$ cat src/rtl/core/slle_pkg.sv
`timescale 1ns / 1ps
// Shared types, constants and codes for the static linked list engine.
package slle_pkg;

  localparam int SLOTS  = 1024;
  localparam int SLOT_W = $clog2(SLOTS);
  localparam int POS_W  = 10;
  localparam int VAL_W  = 32;
  localparam int LEN_W  = 10;

  localparam logic [SLOT_W-1:0] FREE_HEAD = '0;
  localparam logic [SLOT_W-1:0] LIST_HEAD = SLOT_W'(SLOTS - 1);
  localparam logic [SLOT_W-1:0] LAST_DATA = SLOT_W'(SLOTS - 2);
  localparam logic [SLOT_W-1:0] FIRST_DATA = SLOT_W'(1);

  // Operation codes
  localparam logic [1:0] OP_INSERT = 2'd0;
  localparam logic [1:0] OP_DELETE = 2'd1;
  localparam logic [1:0] OP_READ   = 2'd2;

  // Status codes
  localparam logic [1:0] ST_OK    = 2'd0;
  localparam logic [1:0] ST_RANGE = 2'd1;
  localparam logic [1:0] ST_FULL  = 2'd2;

  typedef struct packed {
    logic [1:0]              operation;
    logic [POS_W-1:0]        position;
    logic signed [VAL_W-1:0] new_value;
  } in_req_t;

  typedef struct packed {
    logic [1:0]              status;
    logic signed [VAL_W-1:0] read_value;
    logic [LEN_W-1:0]        list_length;
  } out_rsp_t;

  typedef enum logic [2:0] {
    S_CLEAR,
    S_IDLE,
    S_WALK,
    S_INS_B,
    S_INS_C,
    S_DEL_B,
    S_DEL_C,
    S_RESULT
  } ctrl_state_t;

  // Link store read address select
  typedef enum logic [1:0] {
    LRD_NONE,
    LRD_HEAD,
    LRD_NEXT,
    LRD_FRESH
  } lrd_sel_t;

  // Link store write select
  typedef enum logic [2:0] {
    LWR_NONE,
    LWR_CLEAR,
    LWR_FRESH,
    LWR_PREV_FRESH,
    LWR_PREV_SKIP,
    LWR_GONE
  } lwr_sel_t;

  typedef struct packed {
    logic       load_req;
    lrd_sel_t   lrd;
    logic       walk_adv;
    logic       walk_cap;
    logic       val_wr;
    logic       val_rd;
    logic       take_fresh;
    logic       free_pop;
    logic       free_push;
    lwr_sel_t   lwr;
    logic       cnt_inc;
    logic       cnt_dec;
    logic       out_load;
    logic [1:0] out_status;
  } slle_cmd_t;

  typedef struct packed {
    logic       clr_last;
    logic       walk_done;
    logic       free_empty;
    logic       ins_ok;
    logic       acc_ok;
    logic       out_busy;
    logic [1:0] in_op;
    logic [1:0] req_op;
  } slle_sts_t;

endpackage

$ cat src/rtl/core/slle_ctrl.sv
`timescale 1ns / 1ps
// Controller state machine of the static linked list engine.
module slle_ctrl
  import slle_pkg::*;
(
  input  logic      clk,
  input  logic      rst_n,
  input  logic      in_valid,
  output logic      in_ready,
  input  slle_sts_t sts,
  output slle_cmd_t cmd
);

  ctrl_state_t state_r, state_nxt;
  logic [1:0]  status_r, status_nxt;

  always_ff @(posedge clk) begin
    if (!rst_n) begin
      state_r  <= S_CLEAR;
      status_r <= ST_OK;
    end else begin
      state_r  <= state_nxt;
      status_r <= status_nxt;
    end
  end

  always_comb begin
    state_nxt  = state_r;
    status_nxt = status_r;
    in_ready   = 1'b0;
    cmd        = '0;
    cmd.lrd    = LRD_NONE;
    cmd.lwr    = LWR_NONE;
    cmd.out_status = status_r;
    unique case (state_r)
      S_CLEAR: begin
        cmd.lwr = LWR_CLEAR;
        if (sts.clr_last) begin
          state_nxt = S_IDLE;
        end
      end
      S_IDLE: begin
        in_ready = 1'b1;
        if (in_valid) begin
          cmd.load_req = 1'b1;
          status_nxt   = ST_RANGE;
          state_nxt    = S_RESULT;
          priority if (sts.in_op == OP_INSERT) begin
            if (sts.ins_ok && sts.free_empty) begin
              status_nxt = ST_FULL;
            end else if (sts.ins_ok) begin
              status_nxt = ST_OK;
              state_nxt  = S_WALK;
              cmd.lrd    = LRD_HEAD;
            end
          end else if (sts.in_op == OP_DELETE || sts.in_op == OP_READ) begin
            if (sts.acc_ok) begin
              status_nxt = ST_OK;
              state_nxt  = S_WALK;
              cmd.lrd    = LRD_HEAD;
            end
          end else begin
            status_nxt = ST_RANGE;
          end
        end
      end
      S_WALK: begin
        if (!sts.walk_done) begin
          cmd.lrd      = LRD_NEXT;
          cmd.walk_adv = 1'b1;
        end else begin
          cmd.walk_cap = 1'b1;
          priority if (sts.req_op == OP_INSERT) begin
            cmd.lrd        = LRD_FRESH;
            cmd.val_wr     = 1'b1;
            cmd.take_fresh = 1'b1;
            state_nxt      = S_INS_B;
          end else if (sts.req_op == OP_DELETE) begin
            cmd.lrd   = LRD_NEXT;
            state_nxt = S_DEL_B;
          end else begin
            cmd.val_rd = 1'b1;
            state_nxt  = S_RESULT;
          end
        end
      end
      S_INS_B: begin
        cmd.free_pop = 1'b1;
        cmd.lwr      = LWR_FRESH;
        state_nxt    = S_INS_C;
      end
      S_INS_C: begin
        cmd.lwr     = LWR_PREV_FRESH;
        cmd.cnt_inc = 1'b1;
        state_nxt   = S_RESULT;
      end
      S_DEL_B: begin
        cmd.lwr   = LWR_PREV_SKIP;
        state_nxt = S_DEL_C;
      end
      S_DEL_C: begin
        cmd.lwr       = LWR_GONE;
        cmd.free_push = 1'b1;
        cmd.cnt_dec   = 1'b1;
        state_nxt     = S_RESULT;
      end
      S_RESULT: begin
        if (!sts.out_busy) begin
          cmd.out_load = 1'b1;
          state_nxt    = S_IDLE;
        end
      end
      default: begin
        state_nxt = S_CLEAR;
      end
    endcase
  end

endmodule

$ cat config.mk
export PLATFORM = sky130hd
export DESIGN_NAME = slle_ctrl
export DESIGN_NICKNAME = d
export VERILOG_FILES = /design/src/rtl/core/slle_pkg.sv /design/src/rtl/core/slle_ctrl.sv
export SDC_FILE = /design/constraint.sdc
export NUM_CORES = 1
export LEC_CHECK = 0
export ABC_AREA = 1
export BUFFER_PORTS_ARGS = -buffer_cell sky130_fd_sc_hd__buf_2
export CORE_MARGIN = 3
export CORE_UTILIZATION = 35
export CTS_CLUSTER_SIZE = 20
export DETAILED_ROUTE_END_ITERATION = 12
export PLACE_DENSITY = 0.66
export SYNTH_ARGS = -nofsm -noshare
export SYNTH_HDL_FRONTEND = slang
export SYNTH_SLANG_ARGS = --single-unit
$ cat constraint.sdc
create_clock -name clk -period 1.6 [get_ports clk]
set_clock_uncertainty 0.2 [all_clocks]
set_input_delay 0.08 -clock clk [delete_from_list [all_inputs] [get_ports clk]]
set_output_delay 0.08 -clock clk [all_outputs]
set_load 0.01 [all_outputs]
After elaboration in Yosys (flattened, before gate mapping)
Cells that the tools add are included.
- flip-flop bits (word level): 5
- bits of input ports: 13
- output and inout port bits: 19
- word-level logic and storage cells: 65
- equality and inequality tests: 14
- multiplexer cells: 41
- reduce and logical (&&, ||, !) cells: 8
- operator list (cell ; count):
    $mux W3 ; 11
    $pmux W3 S7 ; 1
    $mux W1 ; 18
    $pmux W3 S5 ; 1
    $mux W2 ; 7
    $eq A3 B3 Y1 const B ; 4
    $ne A2 B2 Y1 const B ; 4
    $eq A3 B2 Y1 const B ; 2
    $mux W5 ; 1
    $eq A2 B1 Y1 const B ; 2
    $logic_not A2 Y1 ; 2
    $mux W4 ; 1
    $pmux W2 S2 ; 1
    $reduce_and A4 Y1 ; 1
    $eq A3 B1 Y1 const B ; 1
    $logic_not A3 Y1 ; 1
    $eq A2 B2 Y1 const B ; 1
    $reduce_and A2 Y1 ; 1
    $reduce_or A2 Y1 ; 1
    $logic_and A1 B1 Y1 ; 1
    $logic_or A1 B1 Y1 ; 1

Longest topological paths before layout
Gate-level depths: netlist of run 1.
- depth after elaboration: 6
- depth in mapped cells: 9
- gate-level depth less buffers: 9

Worst setup path after synthesis of run 1
Ideal clock, no wire load.
- path kind: register -> output
- start point: register state_r[2]
- end point: output cmd[12] (netlist bit)
- arrival: 1.175 ns
- data required time: 1.320 ns
- setup slack: 0.145 ns
- stages on the path, launching flop included: 8
- path buffers: 2
- cell sequence: dfxtp_1 > buf_6 > nor3_2 > inv_1 > nor2_2 > nand2_1 > inv_1 > buf_4
- RTL lines (item ; RTL line ; RTL):
    start, declared ; slle_ctrl.sv:14 ; ctrl_state_t state_r, state_nxt;
    start signal, assigned ; slle_ctrl.sv:22 ; state_r <= state_nxt;
    end, declared ; slle_ctrl.sv:11 ; output slle_cmd_t cmd

==> impl_metrics.sql, run 1 <==
INSERT INTO impl_metrics (metric_group, metric, value, unit) VALUES
('timing', 'worstMarginPinSlew', '0.175', 'ns'),
('place', 'placement_stage_cell_area', '732', 'um^2'),
('floorplan', 'core', '1520', 'um^2'),
('floorplan', 'ios', '32', ''),
('floorplan', 'die_y', '46.6', 'um'),
('setup_path', 'timing.critical_path.from_type', 'register', ''),
('setup_path', 'critical_path.cell_chain', 'buf_6, inv_8, nor3_4, inv_2, nor2_4, nand2_2, o21ai_2, buf_2', ''),
('timing', 'report.final.hold_viol_count', '0', ''),
('cts', 'cts_buffer_depth', '2', ''),
('timing', 'fin_setup_tns', '0', 'ns'),
('timing', 'final.period_utilization', '1.00', ''),
('timing', 'max_clock_freq', '625', 'MHz'),
('power_and_ir_drop', 'power_per_cell_area', '1580', 'nW/um^2'),
('detailed_routing', 'post_drt_wl_per_cell', '10.9', 'um'),
('setup_path', 'critical_path.endpoint_type', 'output pin', ''),
('cells_and_area', 'syn_to_final_growth', '56.5', '%'),
('power_and_ir_drop', 'totalPowerFinal', '1.43', 'mW'),
('cts', 'clk_latency', '0.25', 'ns'),
('yosys', 'synth_top_area_frac', '0.174', ''),
('cells_and_area', 'drive_above_1_share', '0.504', ''),
('cells_and_area', 'antenna_cells', '0', ''),
('yosys', 'post-synth-top-area-cell', 'dfxtp_1', ''),
('place', 'place.port_buffers', '31', ''),
('cts', 'cts.sink_count', '5', ''),
('detailed_routing', 'dr.first_iter.drc_count', '6', ''),
('detailed_routing', 'routed_vias_inst', '4.71', ''),
('global_routing', 'pin_count_of_the_biggest_net_entering_global_routing', '10', ''),
('setup_path', 'critical_path_required', '1.32', 'ns'),
('global_routing', 'grt.overflow.total', '0', ''),
('global_routing', 'grt.total_usage', '0.151', ''),
('global_routing', 'first_global_vias', '640', ''),
('global_routing', 'initial_antenna_violation_count', '0', ''),
('timing', 'post-route-worst-setup-slack', '0.000737', 'ns'),
('yosys', 'synth_nets', '101', ''),
('yosys', 'synth_seq_cells', '5', ''),
('floorplan', 'standard_cell_rows', '14', ''),
('setup_path', 'critPathMaxStageDelay', '0.31', 'ns'),
('cells_and_area', 'nNetsFinal', '146', ''),
('global_routing', 'grt_pass1_wl', '2370', 'um'),
('yosys', 'synth_seq_area_share', '0.174', ''),
('cells_and_area', 'final_area', '901', 'um^2'),
('cts', 'htree_num_levels', '1', ''),
('timing', 'finalMaxSlewViolations', '0', ''),
('flow_run', 'max-cap-violations', '0', ''),
('timing', 'setup-violations-final', '0', ''),
('power_and_ir_drop', 'p_leak', '0.538', 'nW'),
('yosys', 'synthesis.yosys.warnings', '0', ''),
('worst_hold_path', 'hold_path.class', 'input pin to register', ''),
('cells_and_area', 'final_cell_mix', '28 x buf_2, 16 x nand2_1, 12 x inv_1', ''),
('cts', 'cts_buffers', '3', ''),
('yosys', 'synthesis.area', '576', 'um^2'),
('floorplan', 'die_width', '46.6', 'um'),
('outcome', 'status', 'finished clean', ''),
('setup_path', 'cp.arrival', '1.32', 'ns'),
('timing', 'max_slew_margin', '0.883', ''),
('detailed_routing', 'drt-pass1-iter-count', '4', ''),
('floorplan', 'initial_core_util', '0.378', ''),
('place', 'dp_slack', '0.140', 'ns'),
('power_and_ir_drop', 'ir_drop', '756', 'uV'),
('setup_path', 'worst_path_max_delay_cell', 'dfxtp_2', ''),
('floorplan', 'floorplan.die_area', '2170', 'um^2'),
('cells_and_area', 'layout_commonest_cell', 'buf_2', ''),
('detailed_routing', 'totalWireLength', '1600', 'um'),
('detailed_routing', 'drcViolationCount', '0', ''),
('cts', 'clkSlewWorstSetupHoldPaths', '0.05', 'ns'),
('setup_path', 'path_max_fanout', '3', ''),
('yosys', 'netlist_top_cells_area', 'dfxtp_1 17%, nand2_1 11%, inv_1 9.1%, nor2_1 7.2%, buf_6 5.9%', ''),
('yosys', 'syn-instance-count', '87', ''),
('cts', 'clockRootBuffer', 'clkbuf_4', ''),
('detailed_routing', 'postRouteAntennaNets', '0', ''),
('place', 'routabilityCongestion', '0.843', ''),
('cts', 'cts_tree', 'yes', ''),
('detailed_routing', 'route.vias.total', '692', ''),
('setup_path', 'path_class', 'register to output pin', ''),
('cells_and_area', 'final_util', '0.591', ''),
('yosys', 'syn-mean-instance-area', '6.62', 'um^2'),
('timing', 'min_period', '1.60', 'ns'),
('place', 'dp_hpwl', '1160', 'um'),
('yosys', 'netlist-cell-type-count', '26', ''),
('timing', 'rsz_0062_raised_after_global_routing', 'true', '');
what timing repair did:
item	in CTS	in global routing
gates resized for setup	7	7
pin swaps	1	0
hold buffers	4	0
setup buffers	3	3
hold endpoints to repair	5	0
endpoints found under the setup margin	8	9
synthesized netlist by cell type:
| library cell | number |
|---|---|
| nand3_2 | 2 |
| nor2_1 | 11 |
| a21oi_1 | 6 |
| nand4_1 | 1 |
| nor3_2 | 1 |
| ha_1 | 1 |
| dfxtp_1 | 5 |
| nand2_4 | 2 |
| nand3_1 | 3 |
| o22ai_1 | 1 |
| nor2_4 | 1 |
| nand2_1 | 17 |
| nor2_2 | 3 |
| buf_6 | 3 |
| inv_6 | 1 |
| buf_4 | 2 |
| inv_1 | 14 |
| nor3_1 | 2 |
| inv_2 | 2 |
| o21ai_0 | 2 |
| o21ai_2 | 1 |
| inv_8 | 1 |
| nand3b_1 | 1 |
| nand3b_4 | 1 |
| and2_1 | 2 |
| nor2_8 | 1 |
sequential cells by signal (all words and copies together), names as in the netlist:
name and count:
state_r 3, status_r 2
logic make-up after synthesis:
logic type	count (synthesis)	synth area share
compound gates	10	0.0957
fa+ha+maj	1	0.0217
simple gates	48	0.485
buf+inv	23	0.224
flops	5	0.174
path summary, 6_finish.rpt:
check	start	endpoint	slack (ns)	cells after the start
max	state_r[1]	cmd[15]	0.0007	8
min	in_valid	status_r[1]	0.01	4
max reg2reg	state_r[1]	state_r[2]	0.15	9
min reg2reg	status_r[1]	status_r[1]	0.32	2
metal layers:
| layer | wire, um | part of all wire | up-vias | GRT usage |
|---|---|---|---|---|
| li1 | - | - | 356 | - |
| met4 | 8 | 0.0050 | 0 | 0.0227 |
| met1 | 646 | 0.40 | 297 | 0.166 |
| met2 | 798 | 0.50 | 37 | 0.272 |
| met5 | 0 | 0 | - | 0 |
| met3 | 150 | 0.094 | 2 | 0.0625 |
power breakdown:
group	internal (mW)	total, mW	switching (mW)
registers	0.189	0.264	0.0746
logic	0.460	1.01	0.552
clock network	0.0946	0.151	0.0564
per-stage QoR:
| step | hold WS [ns] | instances |
|---|---|---|
| after global placement | 0.144 | 133 |
| after global routing | 0.0153 | 147 |
| after CTS | 0.00418 | 144 |
| after detailed placement | 0.159 | 133 |
| after floorplan | 0.0116 | 87 |
| final | 0.0116 | 147 |
area by class of cell:
type                            instances  area (um^2)
Timing Repair Buffer                   45          305
Clock buffer                            4         26.3
Tap cell                               16         20.0
Multi-Input combinational cell         59          360
Fill cell                             128          623
Inverter                               18         80.1
Sequential cell                         5          109
worst max-delay path: cells and delay by family, from the launching register on:
family / cells / cell delay (ns)
and+or+nand+nor: 3 / 0.33
DFF: 1 / 0.31
buffers and inverters: 4 / 0.37
AOI/OAI and AO/OA: 1 / 0.06
Power figures use the tool's default switching activity.
==> run 2: changes to the inputs <==
--- a/config.mk
+++ b/config.mk
@@ -11,7 +11,7 @@
 export CORE_UTILIZATION = 35
 export CTS_CLUSTER_SIZE = 20
 export DETAILED_ROUTE_END_ITERATION = 12
-export PLACE_DENSITY = 0.66
+export PLACE_DENSITY = 0.68
 export SYNTH_ARGS = -nofsm -noshare
 export SYNTH_HDL_FRONTEND = slang
 export SYNTH_SLANG_ARGS = --single-unit
==> constraint.sdc (replaced) <==
create_clock -name clk -period 1.45 [get_ports clk]
set_clock_uncertainty 0.2 [all_clocks]
set_input_delay 0.2175 -clock clk [delete_from_list [all_inputs] [get_ports clk]]
set_output_delay 0.2175 -clock clk [all_outputs]
set_load 0.01 [all_outputs]
==> impl_metrics.sql, run 2 (synthesis results as in run 1) <==
INSERT INTO impl_metrics (metric_group, metric, value, unit) VALUES
('timing', 'post-route-worst-setup-slack', '-0.202', 'ns'),
('cells_and_area', 'total_area_of_multi_input_combinational_cells', '442', 'um^2'),
('floorplan', 'core', '1520', 'um^2'),
('setup_path', 'critPathMaxStageDelay', '0.35', 'ns'),
('cells_and_area', 'final_cell_mix', '24 x buf_2, 16 x buf_6, 16 x buf_4', ''),
('timing', 'worstMarginPinSlew', '0.188', 'ns'),
('setup_path', 'timing.critical_path.from_type', 'register', ''),
('setup_path', 'critical_path.endpoint_type', 'output pin', ''),
('floorplan', 'die_width', '46.6', 'um'),
('detailed_routing', 'drcViolationCount', '0', ''),
('setup_path', 'rr_startpoint', 'state_r[0]', ''),
('cts', 'clkSlewWorstSetupHoldPaths', '0.05', 'ns'),
('cells_and_area', 'post_layout_nonfiller_instances', '159', ''),
('cells_and_area', 'number_of_flip_flops_under_the_largest_register_name', '3', ''),
('timing', 'fin_hold_ws', '0.0397', 'ns'),
('setup_path', 'worst_path_max_delay_cell', 'dfxtp_4', ''),
('power_and_ir_drop', 'p_leak', '0.636', 'nW'),
('timing', 'rsz_0062_raised_after_global_routing', 'true', ''),
('cts', 'htree_num_levels', '1', ''),
('cells_and_area', 'reg_top3', 'state_r x3, status_r x2', ''),
('cells_and_area', 'registers.top_by_ff_count', 'state_r', ''),
('worst_hold_path', 'worst_hold_startpoint', 'sts[7]', ''),
('floorplan', 'ios', '32', ''),
('place', 'dp_hpwl', '1230', 'um'),
('cts', 'cts_buffers', '3', ''),
('timing', 'max_clock_freq', '605', 'MHz'),
('cells_and_area', 'drive_above_1_share', '0.650', ''),
('cts', 'cts_tree', 'yes', ''),
('cells_and_area', 'layout_commonest_cell', 'buf_2', ''),
('floorplan', 'die_y', '46.6', 'um'),
('detailed_routing', 'postRouteAntennaNets', '0', ''),
('cells_and_area', 'final_util', '0.733', ''),
('cells_and_area', 'final_area', '1120', 'um^2'),
('outcome', 'status', 'complete, but fails checks', ''),
('detailed_routing', 'post_drt_wl_per_cell', '12.0', 'um'),
('setup_path', 'ff_to_ff_setup_slack', '-0.09', 'ns'),
('cells_and_area', 'antenna_cells', '0', ''),
('setup_path', 'critical_path.cell_chain', 'nor3_4, inv_2, nor2_4, nand2_2, o21ai_2, buf_2', ''),
('detailed_routing', 'drt-pass1-iter-count', '4', ''),
('timing', 'setup-violations-final', '20', ''),
('global_routing', 'pin_count_of_the_biggest_net_entering_global_routing', '8', ''),
('detailed_routing', 'totalWireLength', '1900', 'um'),
('global_routing', 'initial_antenna_violation_count', '0', ''),
('timing', 'finalMaxSlewViolations', '0', ''),
('place', 'place.port_buffers', '31', ''),
('place', 'dp_slack', '-0.0551', 'ns'),
('global_routing', 'grt.total_usage', '0.192', ''),
('place', 'placement_stage_cell_area', '822', 'um^2'),
('setup_path', 'critical_path_required', '1.03', 'ns'),
('place', 'routabilityCongestion', '0.874', ''),
('outcome', 'failed_checks', 'setup timing', ''),
('cts', 'cts_buffer_depth', '2', ''),
('global_routing', 'grt_pass1_wl', '3010', 'um'),
('global_routing', 'grt.overflow.total', '0', ''),
('timing', 'report.final.hold_viol_count', '0', ''),
('detailed_routing', 'route.vias.total', '733', ''),
('timing', 'final.period_utilization', '1.14', ''),
('detailed_routing', 'routed_vias_inst', '4.61', ''),
('cells_and_area', 'area.sequential', '111', 'um^2'),
('setup_path', 'path_max_fanout', '4', ''),
('worst_hold_path', 'hold_path_end', 'status_r[1]', ''),
('cells_and_area', 'fillers', '116', ''),
('setup_path', 'cp.arrival', '1.23', 'ns'),
('place', 'place.detailed.instances', '143', ''),
('power_and_ir_drop', 'totalPowerFinal', '2.05', 'mW'),
('floorplan', 'floorplan.die_area', '2170', 'um^2'),
('cells_and_area', 'nNetsFinal', '158', ''),
('timing', 'fin_setup_tns', '-2.48', 'ns'),
('worst_hold_path', 'cell_depth_of_the_worst_min_delay_path', '3', ''),
('setup_path', 'timing.reg2reg.worst_path_depth', '11', ''),
('setup_path', 'worst_r2r_endpoint', 'state_r[0]', ''),
('floorplan', 'standard_cell_rows', '14', ''),
('flow_run', 'max-cap-violations', '0', ''),
('floorplan', 'initial_core_util', '0.378', ''),
('worst_hold_path', 'hold_path.class', 'input pin to register', ''),
('cts', 'clockRootBuffer', 'clkbuf_4', ''),
('setup_path', 'path_class', 'register to output pin', ''),
('power_and_ir_drop', 'power_per_cell_area', '1830', 'nW/um^2'),
('cts', 'cts.sink_count', '5', ''),
('power_and_ir_drop', 'ir_drop', '964', 'uV'),
('timing', 'min_period', '1.65', 'ns'),
('detailed_routing', 'dr.first_iter.drc_count', '8', ''),
('cts', 'clk_latency', '0.24', 'ns'),
('cells_and_area', 'syn_to_final_growth', '94.1', '%'),
('global_routing', 'first_global_vias', '705', ''),
('timing', 'max_slew_margin', '0.875', '');
-- run 2: worst max path at each step --
stage / from / end / slack, ns
floorplan: state_r[1] / cmd[12] / -0.08
global placement: sts[2] / cmd[15] / -0.04
detailed placement: sts[2] / cmd[15] / -0.06
CTS: state_r[0] / cmd[15] / -0.21
global route: state_r[0] / cmd[15] / -0.30
finish: state_r[0] / cmd[15] / -0.20
-- run 2: power by group --
group          switching [mW]  internal, mW  leakage [nW]
sequential             0.0761         0.214        0.0431
combinational           0.802         0.798         0.578
clock                  0.0556         0.104        0.0150
-- run 2: cell type report --
type	instances	share of cell area
Sequential cell	5	0.0997
Tap cell	16	0.0179
Clock buffer	4	0.0235
Inverter	18	0.0739
Multi-Input combinational cell	59	0.395
Timing Repair Buffer	57	0.390
-- run 2: metal layers --
layer	vias to the layer above	track usage	wire length, um
li1	381	-	-
met1	326	0.202	704
met2	24	0.390	1080
met3	2	0.0273	112
met4	0	0.0341	7
met5	-	0	0
-- run 2: worst max-delay path: cells and delay by family, from the launching register on --
family	cells	cell delay, ns
AO/OA/AOI/OAI	1	0.06
buffers and inverters	2	0.22
flip-flops	1	0.35
AND/OR/NAND/NOR	3	0.36
-- run 2: what timing repair did --
| action | 4_1_cts | 5_1_grt |
|---|---|---|
| hold buffers | 0 | 0 |
| pin swaps | 9 | 4 |
| endpoints found under the setup margin | 20 | 20 |
| buffers inserted | 9 | 4 |
| gates resized for setup | 28 | 15 |
==> run 3: changes to the inputs <==
--- a/config.mk
+++ b/config.mk
@@ -6,12 +6,12 @@
 export NUM_CORES = 1
 export LEC_CHECK = 0
 export ABC_AREA = 1
-export BUFFER_PORTS_ARGS = -buffer_cell sky130_fd_sc_hd__buf_2
+export BUFFER_PORTS_ARGS = -buffer_cell sky130_fd_sc_hd__clkbuf_2
 export CORE_MARGIN = 3
-export CORE_UTILIZATION = 35
+export CORE_UTILIZATION = 38
 export CTS_CLUSTER_SIZE = 20
 export DETAILED_ROUTE_END_ITERATION = 12
-export PLACE_DENSITY = 0.68
+export PLACE_DENSITY = 0.73
 export SYNTH_ARGS = -nofsm -noshare
 export SYNTH_HDL_FRONTEND = slang
 export SYNTH_SLANG_ARGS = --single-unit
==> impl_metrics.sql, run 3 (synthesis results as in run 1) <==
INSERT INTO impl_metrics (metric_group, metric, value, unit) VALUES
('detailed_routing', 'post_drt_wl_per_cell', '14.8', 'um'),
('cells_and_area', 'drive_above_1_share', '0.699', ''),
('worst_hold_path', 'cell_depth_of_the_worst_min_delay_path', '3', ''),
('outcome', 'status', 'complete, but fails checks', ''),
('timing', 'finalMaxSlewViolations', '0', ''),
('floorplan', 'ios', '32', ''),
('cells_and_area', 'final_cell_mix', '21 x buf_6, 16 x clkbuf_2, 12 x inv_1', ''),
('cells_and_area', 'nNetsFinal', '158', ''),
('global_routing', 'grt_pass1_wl', '2970', 'um'),
('detailed_routing', 'postRouteAntennaNets', '0', ''),
('setup_path', 'critical_path_required', '1.03', 'ns'),
('detailed_routing', 'drt-pass1-iter-count', '4', ''),
('power_and_ir_drop', 'p_leak', '0.667', 'nW'),
('cells_and_area', 'syn_to_final_growth', '106', '%'),
('cells_and_area', 'layout_commonest_cell', 'buf_6', ''),
('setup_path', 'timing.critical_path.from_type', 'register', ''),
('setup_path', 'path_max_fanout', '4', ''),
('cts', 'cts_buffers', '3', ''),
('global_routing', 'pin_count_of_the_biggest_net_entering_global_routing', '8', ''),
('global_routing', 'first_global_vias', '689', ''),
('cells_and_area', 'reg_top3', 'state_r x3, status_r x2', ''),
('detailed_routing', 'dr.first_iter.drc_count', '17', ''),
('cts', 'clk_latency', '0.25', 'ns'),
('timing', 'setup-violations-final', '20', ''),
('cells_and_area', 'number_of_flip_flops_under_the_largest_register_name', '3', ''),
('timing', 'max_slew_margin', '0.858', ''),
('floorplan', 'die_y', '44.9', 'um'),
('timing', 'fin_setup_tns', '-3.20', 'ns'),
('power_and_ir_drop', 'ir_drop', '991', 'uV'),
('global_routing', 'grt.total_usage', '0.201', ''),
('cts', 'htree_num_levels', '1', ''),
('place', 'dp_hpwl', '1230', 'um'),
('global_routing', 'initial_antenna_violation_count', '0', ''),
('cts', 'cts_buffer_depth', '2', ''),
('detailed_routing', 'route.vias.total', '807', ''),
('detailed_routing', 'totalWireLength', '2340', 'um'),
('setup_path', 'critical_path.endpoint_type', 'output pin', ''),
('timing', 'min_period', '1.69', 'ns'),
('outcome', 'failed_checks', 'setup timing', ''),
('cells_and_area', 'final_util', '0.866', ''),
('timing', 'post-route-worst-setup-slack', '-0.235', 'ns'),
('floorplan', 'floorplan.die_area', '2020', 'um^2'),
('floorplan', 'die_width', '44.9', 'um'),
('power_and_ir_drop', 'power_per_cell_area', '1940', 'nW/um^2'),
('cells_and_area', 'antenna_cells', '0', ''),
('timing', 'worstMarginPinSlew', '0.212', 'ns'),
('cts', 'cts.sink_count', '5', ''),
('cts', 'cts_tree', 'yes', ''),
('timing', 'report.final.hold_viol_count', '0', ''),
('worst_hold_path', 'hold_path.class', 'input pin to register', ''),
('detailed_routing', 'drcViolationCount', '0', ''),
('cts', 'clockRootBuffer', 'clkbuf_4', ''),
('timing', 'final.period_utilization', '1.16', ''),
('place', 'routabilityCongestion', '0.811', ''),
('setup_path', 'path_class', 'register to output pin', ''),
('cells_and_area', 'registers.top_by_ff_count', 'state_r', ''),
('place', 'place.port_buffers', '31', ''),
('floorplan', 'standard_cell_rows', '13', ''),
('floorplan', 'initial_core_util', '0.421', ''),
('floorplan', 'core', '1370', 'um^2'),
('cts', 'clkSlewWorstSetupHoldPaths', '0.05', 'ns'),
('setup_path', 'timing.reg2reg.worst_path_depth', '10', ''),
('timing', 'max_clock_freq', '593', 'MHz'),
('timing', 'rsz_0062_raised_after_global_routing', 'true', ''),
('detailed_routing', 'routed_vias_inst', '5.11', ''),
('setup_path', 'cp.arrival', '1.27', 'ns'),
('flow_run', 'max-cap-violations', '0', ''),
('global_routing', 'grt.overflow.total', '0', '');
==> run 3: cell count changes in the layout (fill, tap and decap cells not counted), sizes merged <==
cell	delta
clkbuf	+16
buf	-16
==> run 3: timing repair <==
| item | CTS | global route |
|---|---|---|
| buffers inserted | 10 | 3 |
| setup endpoints to repair | 20 | 20 |
| gates resized for setup | 39 | 36 |
| gates cloned | 0 | 0 |
| pin swaps | 11 | 10 |
| hold buffers | 0 | 0 |
==> run 3: area by class of cell <==
type | instances | area, um^2
fill | 80 | 183
timing repair buffer | 57 | 477
inverter | 18 | 87.6
sequential | 5 | 111
multi-input combinational | 59 | 463
clock buffer | 4 | 26.3
tap | 15 | 18.8
==> run 3: where the power goes <==
| part | switching [mW] | internal, mW | leakage [nW] |
|---|---|---|---|
| logic | 0.900 | 0.918 | 0.609 |
| clock network | 0.0649 | 0.105 | 0.0150 |
| registers | 0.0906 | 0.214 | 0.0431 |
==> run 3: path summary, 6_finish.rpt <==
kind,start,to,slack [ns]
max,state_r[1],cmd[15],-0.24
max reg2reg,state_r[0],state_r[2],-0.14
min reg2reg,status_r[1],status_r[1],0.32
min,sts[7],status_r[1],0.04
==> run 3: critical path, cell delays in order, from the launching register on <==
cell and delay (ns):
dfxtp_4 0.36, inv_8 0.07, buf_6 0.09, nand2_4 0.06
nor2_8 0.10, nand2_4 0.07, o21ai_2 0.13, buf_2 0.14
==> run 3: stage by stage <==
| stage | instance area (um^2) | power, mW | instances | hold WS (ns) | setup WS, ns |
|---|---|---|---|---|---|
| detailed placement | 821 | 1.33 | 142 | 0.288 | -0.0913 |
| global placement | 821 | 1.31 | 142 | 0.277 | -0.0428 |
| global route | 1180 | 2.44 | 158 | 0.0635 | -0.294 |
| CTS | 1080 | 1.99 | 156 | 0.0352 | -0.236 |
| finish | 1180 | 2.29 | 158 | 0.0439 | -0.235 |
| floorplan | 594 | 1.01 | 87 | 0.142 | -0.0814 |
==> run 3: layer usage <==
metal	GRT usage	vias up	wire (um)	share of wire
met2	0.401	41	1290	0.55
met3	0.0558	6	187	0.080
met5	0	-	0	0
met4	0.0175	0	50	0.021
met1	0.213	381	812	0.35
li1	-	379	-	-
